===== src/catmull_rom_rate_converter_macros.svh =====
// Assertion macros shared by the converter's modules.
// Each macro checks a property at the rising clock edge and is
// disabled while the active-low reset is asserted.
`ifndef CATMULL_ROM_RATE_CONVERTER_MACROS_SVH
`define CATMULL_ROM_RATE_CONVERTER_MACROS_SVH

`ifndef SYNTHESIS
`define CRR_ASSERT(lbl, clk, rst_n, prop, msg) \
    lbl: assert property (@(posedge clk) disable iff (!rst_n) prop) else $error(msg);
`define CRR_ASSERT_NEVER(lbl, clk, rst_n, expr, msg) \
    lbl: assert property (@(posedge clk) disable iff (!rst_n) !(expr)) else $error(msg);
`else
`define CRR_ASSERT(lbl, clk, rst_n, prop, msg)
`define CRR_ASSERT_NEVER(lbl, clk, rst_n, expr, msg)
`endif

`endif


===== src/crr_pkg.sv =====
package crr_pkg;

    // Number formats.
    localparam int FRAC_BITS   = 16;
    localparam int SAMPLE_BITS = 16;
    localparam int STEP_BITS   = 21;
    localparam int POS_BITS    = 24;
    localparam int COEF_BITS   = SAMPLE_BITS + 4;
    localparam int H_BITS      = SAMPLE_BITS + 6;
    localparam int PROD_BITS   = H_BITS + FRAC_BITS + 1;

    // Window and queue sizes. Queue depths are powers of two.
    localparam int WIN_DEPTH    = 4;
    localparam int EXT_TAPS     = 2 * WIN_DEPTH;
    localparam int CMD_DEPTH    = 2;
    localparam int RES_DEPTH    = 4;
    localparam int CMD_PTR_BITS = $clog2(CMD_DEPTH);
    localparam int RES_PTR_BITS = $clog2(RES_DEPTH);
    localparam int HORNER_STEPS = 3;

    localparam logic [1:0] SEEN_MAX = 2'(WIN_DEPTH - 1);

    localparam logic [STEP_BITS-1:0] STEP_RESET = STEP_BITS'(65536);
    localparam logic [STEP_BITS-1:0] MIN_STEP   = STEP_BITS'(1) << (FRAC_BITS - 3);
    localparam logic [POS_BITS-1:0]  ONE_POS    = POS_BITS'(1) << FRAC_BITS;

    localparam logic signed [H_BITS-1:0] SAT_HI = H_BITS'((1 << (SAMPLE_BITS - 1)) - 1);
    localparam logic signed [H_BITS-1:0] SAT_LO = -SAT_HI - H_BITS'(1);

    typedef logic signed [SAMPLE_BITS-1:0] t_sample;

    // One classified input word as handed from the front to the back.
    typedef struct packed {
        t_sample [WIN_DEPTH-1:0] win;       // win[WIN_DEPTH-1] is the newest sample
        logic    [1:0]           base;      // window tap of integer position zero, minus one
        logic    [1:0]           limit_int; // integer part of the position limit
        logic                    fin;       // final word of the stream
        logic                    adv;       // window base moves on by one sample
    } t_cmd;

    typedef struct packed {
        t_sample sample_out;
        logic    last;
        logic    stream_done;
    } t_res;

endpackage


===== src/crr_front.sv =====
module crr_front (
    input  logic            i_clk,
    input  logic            i_rst_n,
    input  logic            i_push,
    input  crr_pkg::t_sample i_sample,
    input  logic            i_end_of_stream,
    input  logic            i_cmd_full,
    output logic            o_cmd_push,
    output crr_pkg::t_cmd   o_cmd
);
    import crr_pkg::*;

    t_sample    r_win [WIN_DEPTH];
    t_sample    n_win [WIN_DEPTH];
    logic [1:0] r_seen;
    logic       seen_two;

    assign o_cmd_push = i_push && !i_cmd_full;
    assign seen_two   = (r_seen >= 2'd2);

    // The first sample of a stream fills the whole window, so taps older than
    // the stream already hold the first sample and the low-end clamp is free.
    always_comb begin
        for (int i = 0; i < WIN_DEPTH - 1; i++) begin
            n_win[i] = (r_seen == '0) ? i_sample : r_win[i+1];
        end
        n_win[WIN_DEPTH-1] = i_sample;
        for (int i = 0; i < WIN_DEPTH; i++) begin
            o_cmd.win[i] = n_win[i];
        end
        o_cmd.base = seen_two ? 2'd0 : 2'd2 - r_seen;
        if (i_end_of_stream) begin
            o_cmd.limit_int = seen_two ? 2'd3 : 2'd1 + r_seen;
        end else begin
            o_cmd.limit_int = seen_two ? 2'd1 : 2'd0;
        end
        o_cmd.fin = i_end_of_stream;
        o_cmd.adv = !i_end_of_stream && seen_two;
    end

    always_ff @(posedge i_clk) begin
        if (!i_rst_n) begin
            r_seen <= '0;
            for (int i = 0; i < WIN_DEPTH; i++) begin
                r_win[i] <= '0;
            end
        end else if (o_cmd_push) begin
            if (i_end_of_stream) begin
                r_seen <= '0;
                for (int i = 0; i < WIN_DEPTH; i++) begin
                    r_win[i] <= '0;
                end
            end else begin
                r_seen <= (r_seen == SEEN_MAX) ? SEEN_MAX : r_seen + 2'd1;
                for (int i = 0; i < WIN_DEPTH; i++) begin
                    r_win[i] <= n_win[i];
                end
            end
        end
    end

endmodule


===== src/crr_cmd_fifo.sv =====
module crr_cmd_fifo (
    input  logic          i_clk,
    input  logic          i_rst_n,
    input  logic          i_push,
    input  crr_pkg::t_cmd i_data,
    output logic          o_full,
    input  logic          i_pop,
    output logic          o_empty,
    output crr_pkg::t_cmd o_data
);
    import crr_pkg::*;

    t_cmd                    r_mem [CMD_DEPTH];
    logic [CMD_PTR_BITS-1:0] r_wr;
    logic [CMD_PTR_BITS-1:0] r_rd;
    logic [CMD_PTR_BITS:0]   r_count;
    logic                    do_push;
    logic                    do_pop;

    assign o_full  = (r_count == (CMD_PTR_BITS + 1)'(CMD_DEPTH));
    assign o_empty = (r_count == '0);
    assign o_data  = r_mem[r_rd];
    assign do_push = i_push && !o_full;
    assign do_pop  = i_pop && !o_empty;

    always_ff @(posedge i_clk) begin
        if (!i_rst_n) begin
            r_wr    <= '0;
            r_rd    <= '0;
            r_count <= '0;
        end else begin
            if (do_push) begin
                r_wr <= r_wr + 1'b1;
            end
            if (do_pop) begin
                r_rd <= r_rd + 1'b1;
            end
            if (do_push && !do_pop) begin
                r_count <= r_count + 1'b1;
            end else if (do_pop && !do_push) begin
                r_count <= r_count - 1'b1;
            end
        end
    end

    always_ff @(posedge i_clk) begin
        if (do_push) begin
            r_mem[r_wr] <= i_data;
        end
    end

endmodule


===== src/crr_res_fifo.sv =====
`include "catmull_rom_rate_converter_macros.svh"

module crr_res_fifo (
    input  logic          i_clk,
    input  logic          i_rst_n,
    input  logic          i_push,
    input  crr_pkg::t_res i_data,
    output logic          o_full,
    input  logic          i_pop,
    output logic          o_empty,
    output crr_pkg::t_res o_data
);
    import crr_pkg::*;

    t_res                    r_mem [RES_DEPTH];
    logic [RES_PTR_BITS-1:0] r_wr;
    logic [RES_PTR_BITS-1:0] r_rd;
    logic [RES_PTR_BITS:0]   r_count;
    logic                    do_push;
    logic                    do_pop;

    assign o_full  = (r_count == (RES_PTR_BITS + 1)'(RES_DEPTH));
    assign o_empty = (r_count == '0);
    assign o_data  = r_mem[r_rd];
    assign do_push = i_push && !o_full;
    assign do_pop  = i_pop && !o_empty;

    always_ff @(posedge i_clk) begin
        if (!i_rst_n) begin
            r_wr    <= '0;
            r_rd    <= '0;
            r_count <= '0;
        end else begin
            if (do_push) begin
                r_wr <= r_wr + 1'b1;
            end
            if (do_pop) begin
                r_rd <= r_rd + 1'b1;
            end
            if (do_push && !do_pop) begin
                r_count <= r_count + 1'b1;
            end else if (do_pop && !do_push) begin
                r_count <= r_count - 1'b1;
            end
        end
    end

    always_ff @(posedge i_clk) begin
        if (do_push) begin
            r_mem[r_wr] <= i_data;
        end
    end

    `CRR_ASSERT_NEVER(a_res_count_bound, i_clk, i_rst_n, r_count > (RES_PTR_BITS + 1)'(RES_DEPTH), "result queue count above depth")

endmodule


===== src/crr_back.sv =====
`include "catmull_rom_rate_converter_macros.svh"

module crr_back (
    input  logic                            i_clk,
    input  logic                            i_rst_n,
    input  logic                            i_step_ratio_we,
    input  logic [crr_pkg::STEP_BITS-1:0]   i_step_ratio,
    input  logic                            i_cmd_empty,
    input  crr_pkg::t_cmd                   i_cmd,
    output logic                            o_cmd_pop,
    input  logic                            i_res_full,
    output logic                            o_res_push,
    output crr_pkg::t_res                   o_res
);
    import crr_pkg::*;

    typedef enum logic [3:0] {
        S_IDLE  = 4'b0001,
        S_CHECK = 4'b0010,
        S_MUL   = 4'b0100,
        S_OUT   = 4'b1000
    } t_state;

    localparam logic [POS_BITS-1:0] POS_BOUND =
        POS_BITS'((WIN_DEPTH - 1) << FRAC_BITS) + POS_BITS'(1 << STEP_BITS);

    t_state                       r_state;
    logic [STEP_BITS-1:0]         r_step;
    logic [POS_BITS-1:0]          r_pos;
    logic [1:0]                   r_k;
    t_cmd                         r_cmd;
    logic signed [H_BITS-1:0]     r_h;
    logic signed [COEF_BITS-1:0]  r_b2;
    logic signed [COEF_BITS-1:0]  r_c2;
    logic signed [COEF_BITS-1:0]  r_d2;
    logic [FRAC_BITS-1:0]         r_frac;
    logic                         r_last;

    logic [STEP_BITS-1:0]             step_eff;
    logic [POS_BITS-1:0]              limit;
    logic [POS_BITS-1:0]              pos_next;
    logic                             in_range;
    logic [2:0]                       shift;
    logic [EXT_TAPS*SAMPLE_BITS-1:0]  ext;
    logic [EXT_TAPS*SAMPLE_BITS-1:0]  ext_sh;
    logic signed [COEF_BITS-1:0]      pe [WIN_DEPTH];
    logic signed [COEF_BITS-1:0]      a2;
    logic signed [COEF_BITS-1:0]      b2;
    logic signed [COEF_BITS-1:0]      c2;
    logic signed [COEF_BITS-1:0]      d2;
    logic signed [COEF_BITS-1:0]      coef_sel;
    logic signed [FRAC_BITS:0]        frac_s;
    logic signed [PROD_BITS-1:0]      prod;
    logic signed [H_BITS-1:0]         h_new;
    logic signed [H_BITS-1:0]         h_adj;
    logic signed [H_BITS-1:0]         h_half;
    logic signed [H_BITS-1:0]         h_sat;

    assign step_eff = (r_step < MIN_STEP) ? MIN_STEP : r_step;
    assign limit    = POS_BITS'(r_cmd.limit_int) << FRAC_BITS;
    assign in_range = (r_pos < limit);
    assign pos_next = r_pos + POS_BITS'(step_eff);

    // Taps above the newest sample repeat it, which is the high-end clamp.
    assign ext    = {{WIN_DEPTH{r_cmd.win[WIN_DEPTH-1]}}, r_cmd.win};
    assign shift  = 3'(r_cmd.base) + 3'(r_pos[FRAC_BITS+1:FRAC_BITS]);
    assign ext_sh = ext >> (SAMPLE_BITS * shift);

    always_comb begin
        for (int j = 0; j < WIN_DEPTH; j++) begin
            pe[j] = COEF_BITS'($signed(ext_sh[j*SAMPLE_BITS +: SAMPLE_BITS]));
        end
        // Doubled Catmull-Rom coefficients.
        a2 = pe[3] - pe[0] + ((pe[1] - pe[2]) <<< 1) + (pe[1] - pe[2]);
        b2 = (pe[0] <<< 1) - (pe[1] <<< 2) - pe[1] + (pe[2] <<< 2) - pe[3];
        c2 = pe[2] - pe[0];
        d2 = pe[1] <<< 1;
    end

    always_comb begin
        case (r_k)
            2'd0:    coef_sel = r_b2;
            2'd1:    coef_sel = r_c2;
            default: coef_sel = r_d2;
        endcase
    end

    // One Horner step: floor(h * frac / 2^FRAC_BITS) plus the next coefficient.
    assign frac_s = $signed({1'b0, r_frac});
    assign prod   = r_h * frac_s;
    assign h_new  = prod[H_BITS+FRAC_BITS-1:FRAC_BITS] + H_BITS'(coef_sel);

    // Halve toward zero, then saturate.
    assign h_adj  = r_h + $signed({{(H_BITS-1){1'b0}}, r_h[H_BITS-1]});
    assign h_half = h_adj >>> 1;
    assign h_sat  = (h_half > SAT_HI) ? SAT_HI : ((h_half < SAT_LO) ? SAT_LO : h_half);

    assign o_res.sample_out  = h_sat[SAMPLE_BITS-1:0];
    assign o_res.last        = r_last;
    assign o_res.stream_done = r_last && r_cmd.fin;
    assign o_res_push        = (r_state == S_OUT) && !i_res_full;
    assign o_cmd_pop         = (r_state == S_IDLE) && !i_cmd_empty;

    always_ff @(posedge i_clk) begin
        if (!i_rst_n) begin
            r_state <= S_IDLE;
            r_step  <= STEP_RESET;
            r_pos   <= '0;
            r_k     <= '0;
        end else begin
            if (i_step_ratio_we) begin
                r_step <= i_step_ratio;
            end
            case (r_state)
                S_IDLE: begin
                    if (!i_cmd_empty) begin
                        r_state <= S_CHECK;
                    end
                end
                S_CHECK: begin
                    if (in_range) begin
                        r_pos   <= pos_next;
                        r_k     <= '0;
                        r_state <= S_MUL;
                    end else begin
                        if (r_cmd.fin) begin
                            r_pos <= '0;
                        end else if (r_cmd.adv) begin
                            r_pos <= r_pos - ONE_POS;
                        end
                        r_state <= S_IDLE;
                    end
                end
                S_MUL: begin
                    r_k <= r_k + 2'd1;
                    if (r_k == 2'(HORNER_STEPS - 1)) begin
                        r_state <= S_OUT;
                    end
                end
                S_OUT: begin
                    if (!i_res_full) begin
                        r_state <= S_CHECK;
                    end
                end
                default: begin
                    r_state <= S_IDLE;
                end
            endcase
        end
    end

    always_ff @(posedge i_clk) begin
        if (o_cmd_pop) begin
            r_cmd <= i_cmd;
        end
        if ((r_state == S_CHECK) && in_range) begin
            r_h    <= H_BITS'(a2);
            r_b2   <= b2;
            r_c2   <= c2;
            r_d2   <= d2;
            r_frac <= r_pos[FRAC_BITS-1:0];
            r_last <= (pos_next >= limit);
        end else if (r_state == S_MUL) begin
            r_h <= h_new;
        end
    end

    `CRR_ASSERT_NEVER(a_pos_bound, i_clk, i_rst_n, r_pos >= POS_BOUND, "output position out of range")
    `CRR_ASSERT(a_flush_clears_pos, i_clk, i_rst_n, (r_state == S_CHECK && !in_range && r_cmd.fin) |=> (r_pos == '0), "flush did not clear position")
    `CRR_ASSERT(a_last_ends_word, i_clk, i_rst_n, (o_res_push && o_res.last) |=> (r_state == S_CHECK && !in_range), "last result but positions remain")
    `CRR_ASSERT(a_more_after_not_last, i_clk, i_rst_n, (o_res_push && !o_res.last) |=> (r_state == S_CHECK && in_range), "result not marked last but word ended")

endmodule


===== src/catmull_rom_rate_converter.sv =====
// Each result passes through the check, Horner multiply and output states of the back end; a word
// with no result passes only through the idle and check states. The shared Horner multiplier
// serves one result at a time, and the back end takes no new word before it is through with
// the last (up to 8 results per word, 24 on the final one).
// Reset is synchronous and active low: it clears the window, the position, both queues
// and loads a step ratio of 1.0.
module catmull_rom_rate_converter (
    input  logic                              i_clk,
    input  logic                              i_rst_n,
    input  logic                              i_step_ratio_we,
    input  logic [crr_pkg::STEP_BITS-1:0]     i_step_ratio,
    input  logic                              push,
    output logic                              full,
    input  logic signed [crr_pkg::SAMPLE_BITS-1:0] i_sample,
    input  logic                              i_end_of_stream,
    output logic                              empty,
    input  logic                              pop,
    output logic signed [crr_pkg::SAMPLE_BITS-1:0] o_sample_out,
    output logic                              o_last,
    output logic                              o_stream_done
);
    import crr_pkg::*;

    // The front end keeps the four-sample window and the count of samples seen.
    // For every accepted word it builds a command holding the shifted window,
    // the tap that the integer position zero maps to and the position limit
    // for this word, then writes it into a short command queue.
    //
    // The back end owns the output position. It takes one command at a time and
    // walks the positions below the limit. Each position goes through tap
    // selection and coefficient setup, Horner evaluation on a single multiplier,
    // and then a last step that halves, saturates and writes the
    // result word into the result queue. Either side can stall on its own: the
    // front keeps accepting words while the back is busy, until the command
    // queue is full, and the back keeps working until the result queue is full.

    t_cmd cmd_in;
    t_cmd cmd_out;
    logic cmd_push;
    logic cmd_full;
    logic cmd_pop;
    logic cmd_empty;
    t_res res_in;
    t_res res_out;
    logic res_push;
    logic res_full;

    crr_front u_front (
        .i_clk           (i_clk),
        .i_rst_n         (i_rst_n),
        .i_push          (push),
        .i_sample        (i_sample),
        .i_end_of_stream (i_end_of_stream),
        .i_cmd_full      (cmd_full),
        .o_cmd_push      (cmd_push),
        .o_cmd           (cmd_in)
    );

    crr_cmd_fifo u_cmd_fifo (
        .i_clk   (i_clk),
        .i_rst_n (i_rst_n),
        .i_push  (cmd_push),
        .i_data  (cmd_in),
        .o_full  (cmd_full),
        .i_pop   (cmd_pop),
        .o_empty (cmd_empty),
        .o_data  (cmd_out)
    );

    crr_back u_back (
        .i_clk           (i_clk),
        .i_rst_n         (i_rst_n),
        .i_step_ratio_we (i_step_ratio_we),
        .i_step_ratio    (i_step_ratio),
        .i_cmd_empty     (cmd_empty),
        .i_cmd           (cmd_out),
        .o_cmd_pop       (cmd_pop),
        .i_res_full      (res_full),
        .o_res_push      (res_push),
        .o_res           (res_in)
    );

    crr_res_fifo u_res_fifo (
        .i_clk   (i_clk),
        .i_rst_n (i_rst_n),
        .i_push  (res_push),
        .i_data  (res_in),
        .o_full  (res_full),
        .i_pop   (pop),
        .o_empty (empty),
        .o_data  (res_out)
    );

    // The input side is full exactly when the command queue is.
    assign full          = cmd_full;
    assign o_sample_out  = res_out.sample_out;
    assign o_last        = res_out.last;
    assign o_stream_done = res_out.stream_done;

endmodule

===== config.mk =====
export PLATFORM = sky130hd
export DESIGN_NAME = catmull_rom_rate_converter
export DESIGN_NICKNAME = d
export VERILOG_FILES = /design/src/crr_pkg.sv /design/src/crr_front.sv /design/src/crr_cmd_fifo.sv /design/src/crr_res_fifo.sv /design/src/crr_back.sv /design/src/catmull_rom_rate_converter.sv
export VERILOG_INCLUDE_DIRS = /design/src /design/src/src
export SDC_FILE = /design/constraint.sdc
export NUM_CORES = 2
export LEC_CHECK = 0
export BUFFER_PORTS_ARGS = -buffer_cell sky130_fd_sc_hd__buf_2
export CAP_MARGIN = 10
export CELL_PAD_IN_SITES_DETAIL_PLACEMENT = 1
export CELL_PAD_IN_SITES_GLOBAL_PLACEMENT = 1
export CORE_ASPECT_RATIO = 2
export CORE_MARGIN = 1.5
export CORE_UTILIZATION = 45
export CTS_BUF_LIST = sky130_fd_sc_hd__clkbuf_16
export CTS_CLUSTER_SIZE = 25
export DETAILED_ROUTE_END_ITERATION = 6
export GPL_TIMING_DRIVEN = 1
export MAX_ROUTING_LAYER = met4
export PLACE_DENSITY_LB_ADDON = 0.3
export SLEW_MARGIN = 40
export SYNTH_ARGS = -nofsm -noshare
export SYNTH_HDL_FRONTEND = slang
export SYNTH_HIERARCHICAL = 1
export SYNTH_SLANG_ARGS = --single-unit
export TNS_END_PERCENT = 30

===== constraint.sdc =====
create_clock -name i_clk -period 18.25 [get_ports i_clk]
set_input_delay 0.9125 -clock i_clk [delete_from_list [all_inputs] [get_ports i_clk]]
set_output_delay 0.9125 -clock i_clk [all_outputs]
set_load 0.05 [all_outputs]

==> results.toml <==
[outcome]
status = "finished, final reports clean"

[worst_setup_path]
crit_top_cell = "fa_1"
worstSetupPathType = "flop to flop"
crit_path_end_kind = "flop"
cpPeakStageDelay_ps = 830
cp_max_fo = 20
cp_slowest_cell = "edfxtp_1"
critPathArrivalTime_ps = 10310
crit_path_start_kind = "flop"
rrSetupSlack_ps = 8330
worstPathRequired_ps = 18650

[global_route]
grt_max_degree = 71
antenna_found_initial = 0
gr-total-overflow = 0
first_global_vias = 30700
grt_pass1_wl_um = 171000
grt_usage_pct = 25.8

[clocking]
ctsHoldBuffers = 0
cts_buffers = 46
cts_root_buf = "clkbuf_16"
cts_setup_buffers = 0
clockBufferDepth = 3
clk_pin_slew_ps = 90
cts.sinks = 489
cts_resized = 0
clkLatencyLatePin_ps = 630
cts_tree = "built"
h-tree-depth = 2

[floorplanning]
start_util_pct = 45.5
die_x_um = 213
dieHeight_um = 423
rows = 153
core_area_um2 = 87100
ios = 63
dieArea_um2 = 89900

[synth]
ys_seq_area_share_pct = 35.0
synth.avg_cell_area_um2 = 10.8
ys.flop_type = "edfxtp_1"
ys_types = 88
synth_area_um2 = 39600
synthCells = 3673
synth_edf_count = 406
synth_nets = 4372
synth-async-reset-ratio_pct = 0
ys_seq_elements = 489
synth_warnings = 6

[drt]
drt_iter0_markers = 910
drtPass1Iterations = 5
wirelength_um = 108000
ant_nets = 0
post_drt_wl_per_cell_um = 22.2
drc_errors = 0
avgViaCountPerCell = 5.44
vias = 26500

[place]
dp_hpwl_um = 87400
dp_cells = 4771
gp_congestion = 0.920
io_buffers = 62

[worst_hold_path]
worstHoldPathType = "flop to flop"

[timing]
max_freq_mhz = 101
finalCritPeriodShare_pct = 54.3
worstMarginPinSlew_ps = 812
slew_viol_final = 0
fin_worst_skew_ps = 49.0
rsz0062_at_grt = "false"
hold_viol_final = 0
slew_headroom_pct = 45.7
finalSetupViolCount = 0
tns_ps = 0
final.min_clock_period_ps = 9920

[final_layout]
drive_above_1_share_pct = 9.30
layout.nets = 4361
layout_commonest_cell = "inv_1"
area_growth_pct = 7.60
diodes = 0
n_fill_cell = 9419
stdcell_count = 4862
most-common-layout-cells = "606 x inv_1, 432 x fa_1, 406 x edfxtp_1, 319 x nand2_1, 237 x and2_1"

[run]
max_cap_viol_count = 0
[cells by family (layout without fill, tap and decap cells)]
family                     Yosys count  in the layout  synth area share [%]
adders and majority gates          657            657                  28.9
muxes                              131            131                  4.16
buffers and inverters              781            808                  7.78
AOI/OAI and AO/OA                  532            532                  9.07
xor gates and xnor gates           137            137                  3.03
and+or+nand+nor                    946            946                  12.0
DFF                                489            489                  35.0
[cell usage after synthesis (19+ instances only)]
master	number	area (um^2)
nor3b_1	19	143
buf_2	21	105
o21a_1	23	173
nand3_1	46	230
nor3_1	33	165
fa_1	432	8650
xnor2_1	101	885
mux2_2	87	980
o21ai_0	99	495
nand2b_1	20	125
and2_1	241	1510
ha_1	224	2800
nor2b_1	57	357
inv_1	600	2250
dfxtp_1	83	1660
mux2i_1	26	260
edfxtp_1	406	12200
clkbuf_1	126	473
a22oi_1	47	353
a21oi_1	107	536
o22ai_1	33	206
xor2_1	36	315
nor2_1	140	526
a21o_1	88	661
nand2_1	319	1200
[state kept, by name (all words and copies together) (netlist names), 3 cells and up, named ones only]
register	cells
u_cmd_fifo/r_mem	140
u_res_fifo/r_mem	72
u_back/ext	64
u_front/r_win	48
u_back/r_pos	24
u_back/r_h	22
u_back/r_step	21
u_back/r_b2	20
u_back/r_c2	17
u_back/r_d2	16
u_back/r_frac	16
u_back/r_cmd	4
u_back/r_state	4
u_res_fifo/r_count	3
[critical path, delay by kind of cell (launching register included)]
family	cells	cell delay, ps
fa+ha+maj	8	3940
compound gates	10	2560
simple gates	8	2100
flops	1	830
xor+xnor	1	150
buf+inv	2	90
[layout make-up]
type / count / area [um^2] / area share (%)
Inverter: 601 / 2260 / 5.30
Timing Repair Buffer: 121 / 863 / 2.03
Tap cell: 1162 / 1450 / 3.41
Sequential cell: 489 / 13900 / 32.5
Clock inverter: 40 / 325 / 0.764
Multi-Input combinational cell: 2403 / 22700 / 53.3
Clock buffer: 46 / 1150 / 2.70
[worst paths after layout]
kind / startpoint / endpoint / cells after the start
setup / recovery: u_back/r_h[6] / u_back/r_h[20] / 29
hold / removal: u_front/r_win[2][15] / u_front/r_win[2][15] / 1
setup reg to reg: u_back/r_h[6] / u_back/r_h[20] / 29
hold reg to reg: u_front/r_win[2][15] / u_front/r_win[2][15] / 1
[through the flow]
step	instance area, um^2	hold slack, ps	util, %	setup WS, ps
final	42600	483	48.9	8330
after global routing	42600	497	48.9	8040
after CTS	42500	481	48.8	8280
after detailed placement	41100	469	47.1	8280
after global placement	40900	463	46.9	8200
after floorplan	39600	437	-	8980
[layer usage]
metal  GRT usage, %  share of wire [%]  vias up  wire length [um]
li1               -                  -    12100                 -
met1           22.5                 31    13500             33500
met2           50.8                 59      483             63400
met3           2.46                2.3      356              2530
met4           16.8                7.7        0              8340
met5              -                  0        -                 0
Power is not shown: default switching activity piles up to over one toggle a cycle in this logic, so the estimate is an artifact.
